--- src/sv/ocl_pkg.sv ---
package ocl_pkg;

	localparam int COORD_W = 32;
	localparam int DEPTH_W = 4;
	localparam int ID_W = 25;
	localparam int CFG_IDX_W = 3;
	localparam int NUM_AXES = 3;
	localparam int MAX_DEPTH_DEF = 8;

	typedef logic signed [COORD_W-1:0] coord_t;
	typedef logic [DEPTH_W-1:0] depth_t;
	typedef logic [ID_W-1:0] cell_id_t;
	typedef logic [2:0] octant_t;

	typedef enum logic [CFG_IDX_W-1:0] {
		CFG_X_LOW  = 3'd0,
		CFG_X_HIGH = 3'd1,
		CFG_Y_LOW  = 3'd2,
		CFG_Y_HIGH = 3'd3,
		CFG_Z_LOW  = 3'd4,
		CFG_Z_HIGH = 3'd5
	} cfg_idx_t;

	localparam coord_t BOX_LOW_RST = 32'sd0;
	localparam coord_t BOX_HIGH_RST = 32'sd65536;

	// Octant bit that each axis (x, y, z) sets when it takes the upper half.
	localparam logic [1:0] AXIS_BIT [NUM_AXES] = '{2'd0, 2'd2, 2'd1};

	typedef enum logic {
		ST_IDLE,
		ST_RUN
	} state_t;

	typedef struct packed {
		logic load;
		logic step;
		logic emit;
	} ocl_cmd_t;

	typedef struct packed {
		logic lvl_done;
	} ocl_sts_t;

endpackage

--- src/sv/ocl_ctrl.sv ---
module ocl_ctrl (
	input  logic             clk,
	input  logic             arst_n,
	input  logic             in_valid,
	output logic             in_ready,
	output logic             out_valid,
	input  logic             out_ready,
	input  ocl_pkg::ocl_sts_t sts,
	output ocl_pkg::ocl_cmd_t cmd
);
	import ocl_pkg::*;

	state_t state_q, state_d;
	logic out_valid_q, out_valid_d;

	always_ff @(posedge clk or negedge arst_n) begin
		if (!arst_n) begin
			state_q <= ST_IDLE;
			out_valid_q <= 1'b0;
		end else begin
			state_q <= state_d;
			out_valid_q <= out_valid_d;
		end
	end

	always_comb begin
		state_d = state_q;
		out_valid_d = out_valid_q && !out_ready;
		cmd = '0;
		in_ready = 1'b0;
		unique case (state_q)
			ST_IDLE: begin
				in_ready = 1'b1;
				if (in_valid) begin
					cmd.load = 1'b1;
					state_d = ST_RUN;
				end
			end
			ST_RUN: begin
				if (!sts.lvl_done) begin
					cmd.step = 1'b1;
				end else if (!out_valid_q || out_ready) begin
					cmd.emit = 1'b1;
					out_valid_d = 1'b1;
					state_d = ST_IDLE;
				end
			end
			default: state_d = ST_IDLE;
		endcase
	end

	assign out_valid = out_valid_q;

endmodule

--- src/sv/ocl_dp.sv ---
module ocl_dp #(
	parameter int MAX_DEPTH = ocl_pkg::MAX_DEPTH_DEF
) (
	input  logic                             clk,
	input  logic                             arst_n,
	input  logic                             cfg_we,
	input  logic [ocl_pkg::CFG_IDX_W-1:0]    cfg_index,
	input  logic [ocl_pkg::COORD_W-1:0]      cfg_data,
	input  logic signed [ocl_pkg::COORD_W-1:0] pos_x,
	input  logic signed [ocl_pkg::COORD_W-1:0] pos_y,
	input  logic signed [ocl_pkg::COORD_W-1:0] pos_z,
	input  logic [ocl_pkg::DEPTH_W-1:0]      target_depth,
	input  ocl_pkg::ocl_cmd_t                cmd,
	output ocl_pkg::ocl_sts_t                sts,
	output logic [ocl_pkg::ID_W-1:0]         cell_id,
	output logic                             depth_error
);
	import ocl_pkg::*;

	localparam depth_t MAX_D = DEPTH_W'(MAX_DEPTH);

	coord_t box_lo_q [NUM_AXES];
	coord_t box_hi_q [NUM_AXES];
	coord_t lo_q [NUM_AXES];
	coord_t hi_q [NUM_AXES];
	coord_t pos_q [NUM_AXES];
	coord_t pos_in [NUM_AXES];
	depth_t cnt_q;
	cell_id_t id_q;
	logic err_q;
	cell_id_t cell_id_q;
	logic depth_error_q;

	logic signed [COORD_W:0] sum [NUM_AXES];
	logic signed [COORD_W:0] twop [NUM_AXES];
	logic upper [NUM_AXES];
	octant_t oct;

	assign pos_in[0] = pos_x;
	assign pos_in[1] = pos_y;
	assign pos_in[2] = pos_z;

	always_ff @(posedge clk or negedge arst_n) begin
		if (!arst_n) begin
			for (int a = 0; a < NUM_AXES; a++) begin
				box_lo_q[a] <= BOX_LOW_RST;
				box_hi_q[a] <= BOX_HIGH_RST;
			end
		end else if (cfg_we) begin
			unique case (cfg_index)
				CFG_X_LOW:  box_lo_q[0] <= cfg_data;
				CFG_X_HIGH: box_hi_q[0] <= cfg_data;
				CFG_Y_LOW:  box_lo_q[1] <= cfg_data;
				CFG_Y_HIGH: box_hi_q[1] <= cfg_data;
				CFG_Z_LOW:  box_lo_q[2] <= cfg_data;
				CFG_Z_HIGH: box_hi_q[2] <= cfg_data;
				default: ;
			endcase
		end
	end

	// The midpoint is the 33-bit sum shifted right, which rounds toward minus infinity.
	always_comb begin
		oct = '0;
		for (int a = 0; a < NUM_AXES; a++) begin
			sum[a] = {lo_q[a][COORD_W-1], lo_q[a]} + {hi_q[a][COORD_W-1], hi_q[a]};
			twop[a] = {pos_q[a], 1'b0};
			upper[a] = !(twop[a] < sum[a]);
			oct[AXIS_BIT[a]] = upper[a];
		end
	end

	always_ff @(posedge clk) begin
		if (cmd.load) begin
			for (int a = 0; a < NUM_AXES; a++) begin
				lo_q[a] <= box_lo_q[a];
				hi_q[a] <= box_hi_q[a];
				pos_q[a] <= pos_in[a];
			end
			id_q <= ID_W'(1);
			if (target_depth > MAX_D) begin
				cnt_q <= MAX_D;
				err_q <= 1'b1;
			end else begin
				cnt_q <= target_depth;
				err_q <= 1'b0;
			end
		end else if (cmd.step) begin
			for (int a = 0; a < NUM_AXES; a++) begin
				if (upper[a]) begin
					lo_q[a] <= sum[a][COORD_W:1];
				end else begin
					hi_q[a] <= sum[a][COORD_W:1];
				end
			end
			id_q <= {id_q[ID_W-4:0], oct};
			cnt_q <= cnt_q - depth_t'(1);
		end
		if (cmd.emit) begin
			cell_id_q <= id_q;
			depth_error_q <= err_q;
		end
	end

	assign sts.lvl_done = (cnt_q == '0);
	assign cell_id = cell_id_q;
	assign depth_error = depth_error_q;

endmodule

--- src/sv/octree_point_cell_locate.sv ---
// Octree point cell locator.
// Input channel (in_valid/in_ready) carries a point pos_x, pos_y, pos_z in
// signed Q15.16 and a target_depth; output channel (out_valid/out_ready)
// carries the cell_id of the cell holding the point and a depth_error flag.
// The root box is set through the write port cfg_we/cfg_index/cfg_data;
// the user must write it only while the block is idle, which the block
// itself does not enforce. Writes to unknown indexes are ignored.
// The box is loaded at the edge that accepts a transfer. Then the shared
// bisection unit halves the box once per level of the clipped depth (at
// most MAX_DEPTH), and the id then moves into the output register.
// Points are processed one at a time; the output register lets a new point
// start while the previous result still waits for out_ready.
// If the receiver stalls, a finished result waits in the bisection unit
// until the output register empties, and no new point is accepted.
// Reset clears the control state and returns the box to [0, 1.0] per axis.
module octree_point_cell_locate #(
	parameter int MAX_DEPTH = ocl_pkg::MAX_DEPTH_DEF
) (
	input  logic                               clk,
	input  logic                               arst_n,
	input  logic                               cfg_we,
	input  logic [ocl_pkg::CFG_IDX_W-1:0]      cfg_index,
	input  logic [ocl_pkg::COORD_W-1:0]        cfg_data,
	input  logic                               in_valid,
	output logic                               in_ready,
	input  logic signed [ocl_pkg::COORD_W-1:0] pos_x,
	input  logic signed [ocl_pkg::COORD_W-1:0] pos_y,
	input  logic signed [ocl_pkg::COORD_W-1:0] pos_z,
	input  logic [ocl_pkg::DEPTH_W-1:0]        target_depth,
	output logic                               out_valid,
	input  logic                               out_ready,
	output logic [ocl_pkg::ID_W-1:0]           cell_id,
	output logic                               depth_error
);
	import ocl_pkg::*;

	ocl_cmd_t cmd;
	ocl_sts_t sts;

	ocl_ctrl u_ctrl (
		.clk       (clk),
		.arst_n    (arst_n),
		.in_valid  (in_valid),
		.in_ready  (in_ready),
		.out_valid (out_valid),
		.out_ready (out_ready),
		.sts       (sts),
		.cmd       (cmd)
	);

	ocl_dp #(
		.MAX_DEPTH (MAX_DEPTH)
	) u_dp (
		.clk          (clk),
		.arst_n       (arst_n),
		.cfg_we       (cfg_we),
		.cfg_index    (cfg_index),
		.cfg_data     (cfg_data),
		.pos_x        (pos_x),
		.pos_y        (pos_y),
		.pos_z        (pos_z),
		.target_depth (target_depth),
		.cmd          (cmd),
		.sts          (sts),
		.cell_id      (cell_id),
		.depth_error  (depth_error)
	);

endmodule

--- config.mk ---
export PLATFORM = sky130hd
export DESIGN_NAME = octree_point_cell_locate
export DESIGN_NICKNAME = d
export VERILOG_FILES = /design/src/sv/ocl_pkg.sv /design/src/sv/ocl_ctrl.sv /design/src/sv/ocl_dp.sv /design/src/sv/octree_point_cell_locate.sv
export SDC_FILE = /design/constraint.sdc
export NUM_CORES = 1
export LEC_CHECK = 0
export BUFFER_PORTS_ARGS = -buffer_cell sky130_fd_sc_hd__buf_2
export CAP_MARGIN = 20
export CORE_ASPECT_RATIO = 1.25
export CORE_MARGIN = 2
export CORE_UTILIZATION = 60
export DETAILED_ROUTE_END_ITERATION = 12
export PLACE_DENSITY = 0.91
export SETUP_SLACK_MARGIN = 0.4
export SYNTH_ARGS = -nofsm -noshare
export SYNTH_HDL_FRONTEND = slang
export SYNTH_SLANG_ARGS = --single-unit
--- constraint.sdc ---
create_clock -name clk -period 7.72 [get_ports clk]
set_input_delay 0.386 -clock clk [delete_from_list [all_inputs] [get_ports clk]]
set_output_delay 0.386 -clock clk [all_outputs]
set_load 0.05 [all_outputs]
Word level (Yosys, flattened, before mapping)
Memories as Yosys holds them, arrays and structs flattened.
Cells that the tools add are included.

word-level totals
  RAM bits = 288
  logic and storage cells = 101
  output and inout bits = 28
  memories = 3
  register bits = 250
  input port bits = 140

cells by class
  equality and inequality tests = 5
  bitwise logic cells = 7
  multiplexer cells = 49
  order comparisons = 4
  add/subtract/negate cells = 4
  reductions and logical operators = 16

memories
  name        words  bits a word  rd ports  clocked after memory_dff  write ports  RTL line      source
  u_dp.hi_q   3      32           3         0                         3            ocl_dp.sv:25  coord_t hi_q [NUM_AXES];
  u_dp.lo_q   3      32           3         0                         3            ocl_dp.sv:24  coord_t lo_q [NUM_AXES];
  u_dp.pos_q  3      32           3         0                         3            ocl_dp.sv:26  coord_t pos_q [NUM_AXES];

operators by type and width
  kind                 number
  $mux 32              6
  $add 32x32->33       3
  $lt 33x33->1         3
  $mux 1               38
  $mux 4               3
  $reduce_and 2->1     6
  $eq 3x2->1 const B   2
  $eq 3x3->1 const B   2
  $or 1x1->1           6
  $logic_not 1->1      5
  $gt 4x4->1 const B   1
  $logic_not 4->1      1
  $sub 4x1->4 const B  1
  $eq 3x1->1 const B   1
  $logic_not 3->1      1
  $mux 2               1
  $pmux 1 s2           1
  $reduce_bool 2->1    1
  $logic_and 1x1->1    1
  $logic_or 1x1->1     1
  $not 1->1            1

Depth between registers and ports, before layout
  word-level depth = 9
  gate-level depth with buffers = 24
  depth with buffers taken out = 21

Hierarchy
Synthesis repeated with hierarchy kept, for this count alone.

second synthesis, totals
  cell total of the unflattened synthesis = 2,126
  area, all modules = 27,541.4 µm²

modules (own cells, without submodules)
  module    seq. area each (µm²)  cells each  instances  area an instance (µm²)
  ocl_dp    14,888.0              2,115       1          27,437.6
  ocl_ctrl  50.0                  11          1          103.8

Worst setup path before layout
Ideal clock, no wire load.

  path kind = register to register
  start = memory u_dp.lo_q[0][64] in the netlist's numbering
  end = memory u_dp.lo_q[0][64] in the netlist's numbering (enable)
  cell stages (with the launch flop) = 20
  period minus slack after synthesis = 6.551 ns
  data required time = 7.254 ns
  slack = 1.169 ns
  library setup time = 0.466 ns
  arrival = 6.086 ns
  path buffers = 0
  cells stage by stage = edfxtp_1 -> ha_1 -> fa_1 -> a21o_1 -> a21oi_1 -> o21ai_0 -> a21o_1 -> and3_1 -> a21oi_1 -> nor2b_1 -> xnor2_1 -> inv_1 -> ha_1 -> and4_1 -> and4bb_1 -> nand4_1 -> a21oi_1 -> a2111oi_2 -> mux2i_1 -> o21ai_0

RTL lines
  item                RTL line
  start: declaration  ocl_dp.sv:24

==> impl_metrics.ini <==
[status]
run_status = completed

[clock_network]
worstSkewPairLatency_ps = 610
clockRootBuffer = sky130_fd_sc_hd__clkbuf_16
tritoncts_clock_tree = built
number_of_buffers_created_by_cts = 52
clockBufferDepth = 3
cts-htree-levels = 2
clock_sinks = 538
worst_setup_hold_path_clk_slew_ps = 60

[min_path]
hold_path.startpoint = pos_z[15]
min_path_type = in2reg

[yosys]
synth_top_flop_cell = sky130_fd_sc_hd__edfxtp_1
post_synth_inst_count = 2095
post_synthesis_async_set_or_reset_flop_share = 0.361
yosys_warnings = 0
synth_sequential_area_ratio = 0.545
synth.avg_cell_area_um2 = 13.1
synth.cell_area_um2 = 27400
postSynthRegisterBits = 538
synth_fp_nets = 2431
synth_cell_types = 73
synth_enable_flop_cells = 319

[worst_setup_path]
crit-reg2reg-launch = u_dp.lo_q[0][0]
cell_class_contributing_the_biggest_share_of_worst_path_delay = compound AO/OA/AOI/OAI gates
critical_path_peak_fanout = 26
end_kind = flop
cp_data_arrival_time_ps = 7470
path_buf_inv = 3
slowest_stage = sky130_fd_sc_hd__o31ai_1
startpoint = u_dp.lo_q[0][0]
critical_path_start_type = flop
setup.worst_path.class = reg2reg
crit_required_ps = 8060
worst_path_largest_cell_delay_ps = 710
worstPathCellList = ha_1, fa_1, a211o_1, a2111o_1, and3b_4, o31ai_1, a31oi_1, o41ai_2, o211ai_1, o21ai_1, inv_1, ha_1, inv_1, a211o_1, nor3_1, nand2_1, o31ai_1, or2_2, o211a_4, buf_4, mux2_1

[drt]
firstDrtPassIters = 5
via_count = 18600
drc = 0
routed_wirelength_mm = 67.5
drtAntennaViolNets = 0
iteration_0_drc_markers = 1391
via_per_inst = 6.21
route.detailed.wl_per_inst_um = 22.5

[timing]
rsz_0062_raised_after_global_routing = no
setup_violations = 0
maxSlewHeadroom = 0.267
post-route-period-util = 0.924
hold_violations = 0
final-max-slew-violation-count = 0
final.setup.tns_ps = 0
fin_skew_ps = 16.4
max_slew.worst_pin.slew_ps = 1090
post-route-min-period_ps = 7140
fmax_ghz = 0.140

[floorplanning]
die_area_um2 = 47400
core.rowCount = 87
start_util = 0.608
num_io_pins = 168
coreArea_um2 = 45100
die_height_um = 243
die_w_um = 195

[layout]
layout_commonest_cell = sky130_fd_sc_hd__edfxtp_1
drive_gt1_frac = 0.209
antenna_cells = 0
finish.instance_area_um2 = 31700
final_net_count = 2713
area_growth_syn_to_layout_pct = 15.6
most_frequent_cells_in_the_layout = 319 x sky130_fd_sc_hd__edfxtp_1, 205 x sky130_fd_sc_hd__mux2_2, 193 x sky130_fd_sc_hd__ha_1, 191 x sky130_fd_sc_hd__dfrtp_1, 175 x sky130_fd_sc_hd__mux2_1

[placed_design]
port_buffers = 167
detailed_place.area_um2 = 28900
dp_hpwl_mm = 45.7
finalWeightedCongestion = 0.934

[flow_run]
drv_cap = 0

[global_route]
grt_max_degree = 124
grt_pass1_wl_mm = 106
grt_util_all_layers = 0.288
global_route.overflow_total = 0
antenna_found_initial = 6
via_count_of_the_first_global_routing_pass = 19800
## layout make-up
type                       instances  area (um^2)
sequential                       538        14900
fill                            2963        13400
multi-input combinational       1360        11700
timing repair buffer             287         2020
clock buffer                      72         1500
tap                              578          723
inverter                         138          520
clock inverter                    24          210
## Yosys cell counts, types with 4 or more instances
cell type	number	share of area
sky130_fd_sc_hd__o2111ai_1	4	0.0013
sky130_fd_sc_hd__a31oi_1	8	0.0018
sky130_fd_sc_hd__o31ai_1	9	0.0025
sky130_fd_sc_hd__mux2_1	175	0.072
sky130_fd_sc_hd__nor2b_1	23	0.0053
sky130_fd_sc_hd__o211ai_1	6	0.0016
sky130_fd_sc_hd__and4_1	4	0.0013
sky130_fd_sc_hd__or2_2	4	0.00091
sky130_fd_sc_hd__a2111oi_0	9	0.0029
sky130_fd_sc_hd__nand2_1	82	0.011
sky130_fd_sc_hd__o41ai_1	4	0.0013
sky130_fd_sc_hd__nor3b_1	4	0.0011
sky130_fd_sc_hd__a311oi_1	4	0.0013
sky130_fd_sc_hd__a22o_1	22	0.0070
sky130_fd_sc_hd__inv_1	138	0.019
sky130_fd_sc_hd__o21bai_1	13	0.0036
sky130_fd_sc_hd__dfrtp_1	191	0.17
sky130_fd_sc_hd__buf_1	5	0.00069
sky130_fd_sc_hd__o21ai_0	49	0.0090
sky130_fd_sc_hd__mux2_2	205	0.084
sky130_fd_sc_hd__ha_1	193	0.088
sky130_fd_sc_hd__nand3_1	22	0.0040
sky130_fd_sc_hd__clkbuf_1	35	0.0048
sky130_fd_sc_hd__nand2b_1	9	0.0021
sky130_fd_sc_hd__buf_2	19	0.0035
sky130_fd_sc_hd__o21a_1	16	0.0044
sky130_fd_sc_hd__a21o_1	73	0.020
sky130_fd_sc_hd__edfxtp_1	319	0.35
sky130_fd_sc_hd__nor2_1	63	0.0086
sky130_fd_sc_hd__nor3_1	23	0.0042
sky130_fd_sc_hd__a211oi_1	27	0.0074
sky130_fd_sc_hd__o21ai_1	16	0.0029
sky130_fd_sc_hd__dfxtp_1	25	0.018
sky130_fd_sc_hd__o211a_1	4	0.0015
sky130_fd_sc_hd__and3_1	10	0.0023
sky130_fd_sc_hd__a211o_1	5	0.0016
sky130_fd_sc_hd__nand4_1	20	0.0046
sky130_fd_sc_hd__xnor2_1	53	0.017
sky130_fd_sc_hd__a21oi_1	123	0.022
sky130_fd_sc_hd__xor2_1	26	0.0083
## kinds of logic (layout without fill, tap and decap cells)
family                   after synthesis  after routing  share of synthesized area
flip-flops                           538            538                      0.545
AO/OA/AOI/OAI                        415            415                      0.101
multiplexers                         383            383                      0.158
AND/OR/NAND/NOR                      287            287                     0.0522
buffers and inverters                197            521                     0.0279
adder cells (fa/ha/maj)              196            196                     0.0904
XOR/XNOR                              79             79                     0.0253
## worst paths after layout
check,end,slack (ps),cells after the start
setup / recovery,u_dp.lo_q[0][6],580,21
hold / removal,u_dp.pos_q[0][79],50,1
setup reg to reg,u_dp.lo_q[0][6],580,21
hold reg to reg,u_dp.depth_error,430,0
max in group asynchronous,u_dp.box_hi_q[45],5720,4
min in group asynchronous,u_dp.box_hi_q[74],180,2
## registers in the layout (all words and copies together) (netlist names)
name and count:
u_dp.box_hi_q 96, u_dp.err_q 1, u_dp.lo_q 96, u_dp.id_q 25
u_dp.cnt_q 4, u_dp.hi_q 96, u_dp.pos_q 96, u_dp.depth_error 1
u_dp.cell_id 25, u_dp.box_lo_q 96, u_ctrl.out_valid 1, u_ctrl.state_q 1
## stage by stage
| stage | hold WS (ps) | utilization | setup WS, ps | std cells |
|---|---|---|---|---|
| after floorplan | 90.4 | - | 1170 | 2095 |
| after global placement | 405 | 0.642 | 1080 | 2803 |
| after detailed placement | 415 | 0.642 | 738 | 2803 |
| after CTS | 17.9 | 0.701 | 601 | 2995 |
| after global routing | 15.0 | 0.702 | 455 | 2997 |
| final | 45.6 | 0.702 | 584 | 2997 |
## timing repair
| item | 4_1_cts | 5_1_grt |
|---|---|---|
| hold buffers | 96 | 0 |
| setup endpoints to repair | 0 | 161 |
| hold endpoints to repair | 105 | 0 |
| buffers inserted | 0 | 0 |
| gates resized for setup | 0 | 3 |
## per-layer routing
metal  vias up  global-route usage  share of wire
met4        12               0.174          0.065
met2       726               0.507           0.51
met5         -                   0         0.0012
li1       8422                   -              -
met1      9205               0.326           0.37
met3       246              0.0495          0.059
## worst reg2reg max path, stage by stage (launching register included)
cell and delay, ps:
sky130_fd_sc_hd__edfxtp_1 370, sky130_fd_sc_hd__ha_1 240, sky130_fd_sc_hd__fa_1 440, sky130_fd_sc_hd__a211o_1 320
sky130_fd_sc_hd__a2111o_1 390, sky130_fd_sc_hd__and3b_4 220, sky130_fd_sc_hd__o31ai_1 570, sky130_fd_sc_hd__a31oi_1 330
sky130_fd_sc_hd__o41ai_2 400, sky130_fd_sc_hd__o211ai_1 160, sky130_fd_sc_hd__o21ai_1 160, sky130_fd_sc_hd__inv_1 70
sky130_fd_sc_hd__ha_1 280, sky130_fd_sc_hd__inv_1 60, sky130_fd_sc_hd__a211o_1 290, sky130_fd_sc_hd__nor3_1 180
sky130_fd_sc_hd__nand2_1 100, sky130_fd_sc_hd__o31ai_1 710, sky130_fd_sc_hd__or2_2 280, sky130_fd_sc_hd__o211a_4 500
sky130_fd_sc_hd__buf_4 430, sky130_fd_sc_hd__mux2_1 390
Power is left out: the tool's default activity adds up to more than one toggle a clock period on the data nets, which glitch-free logic cannot reach.
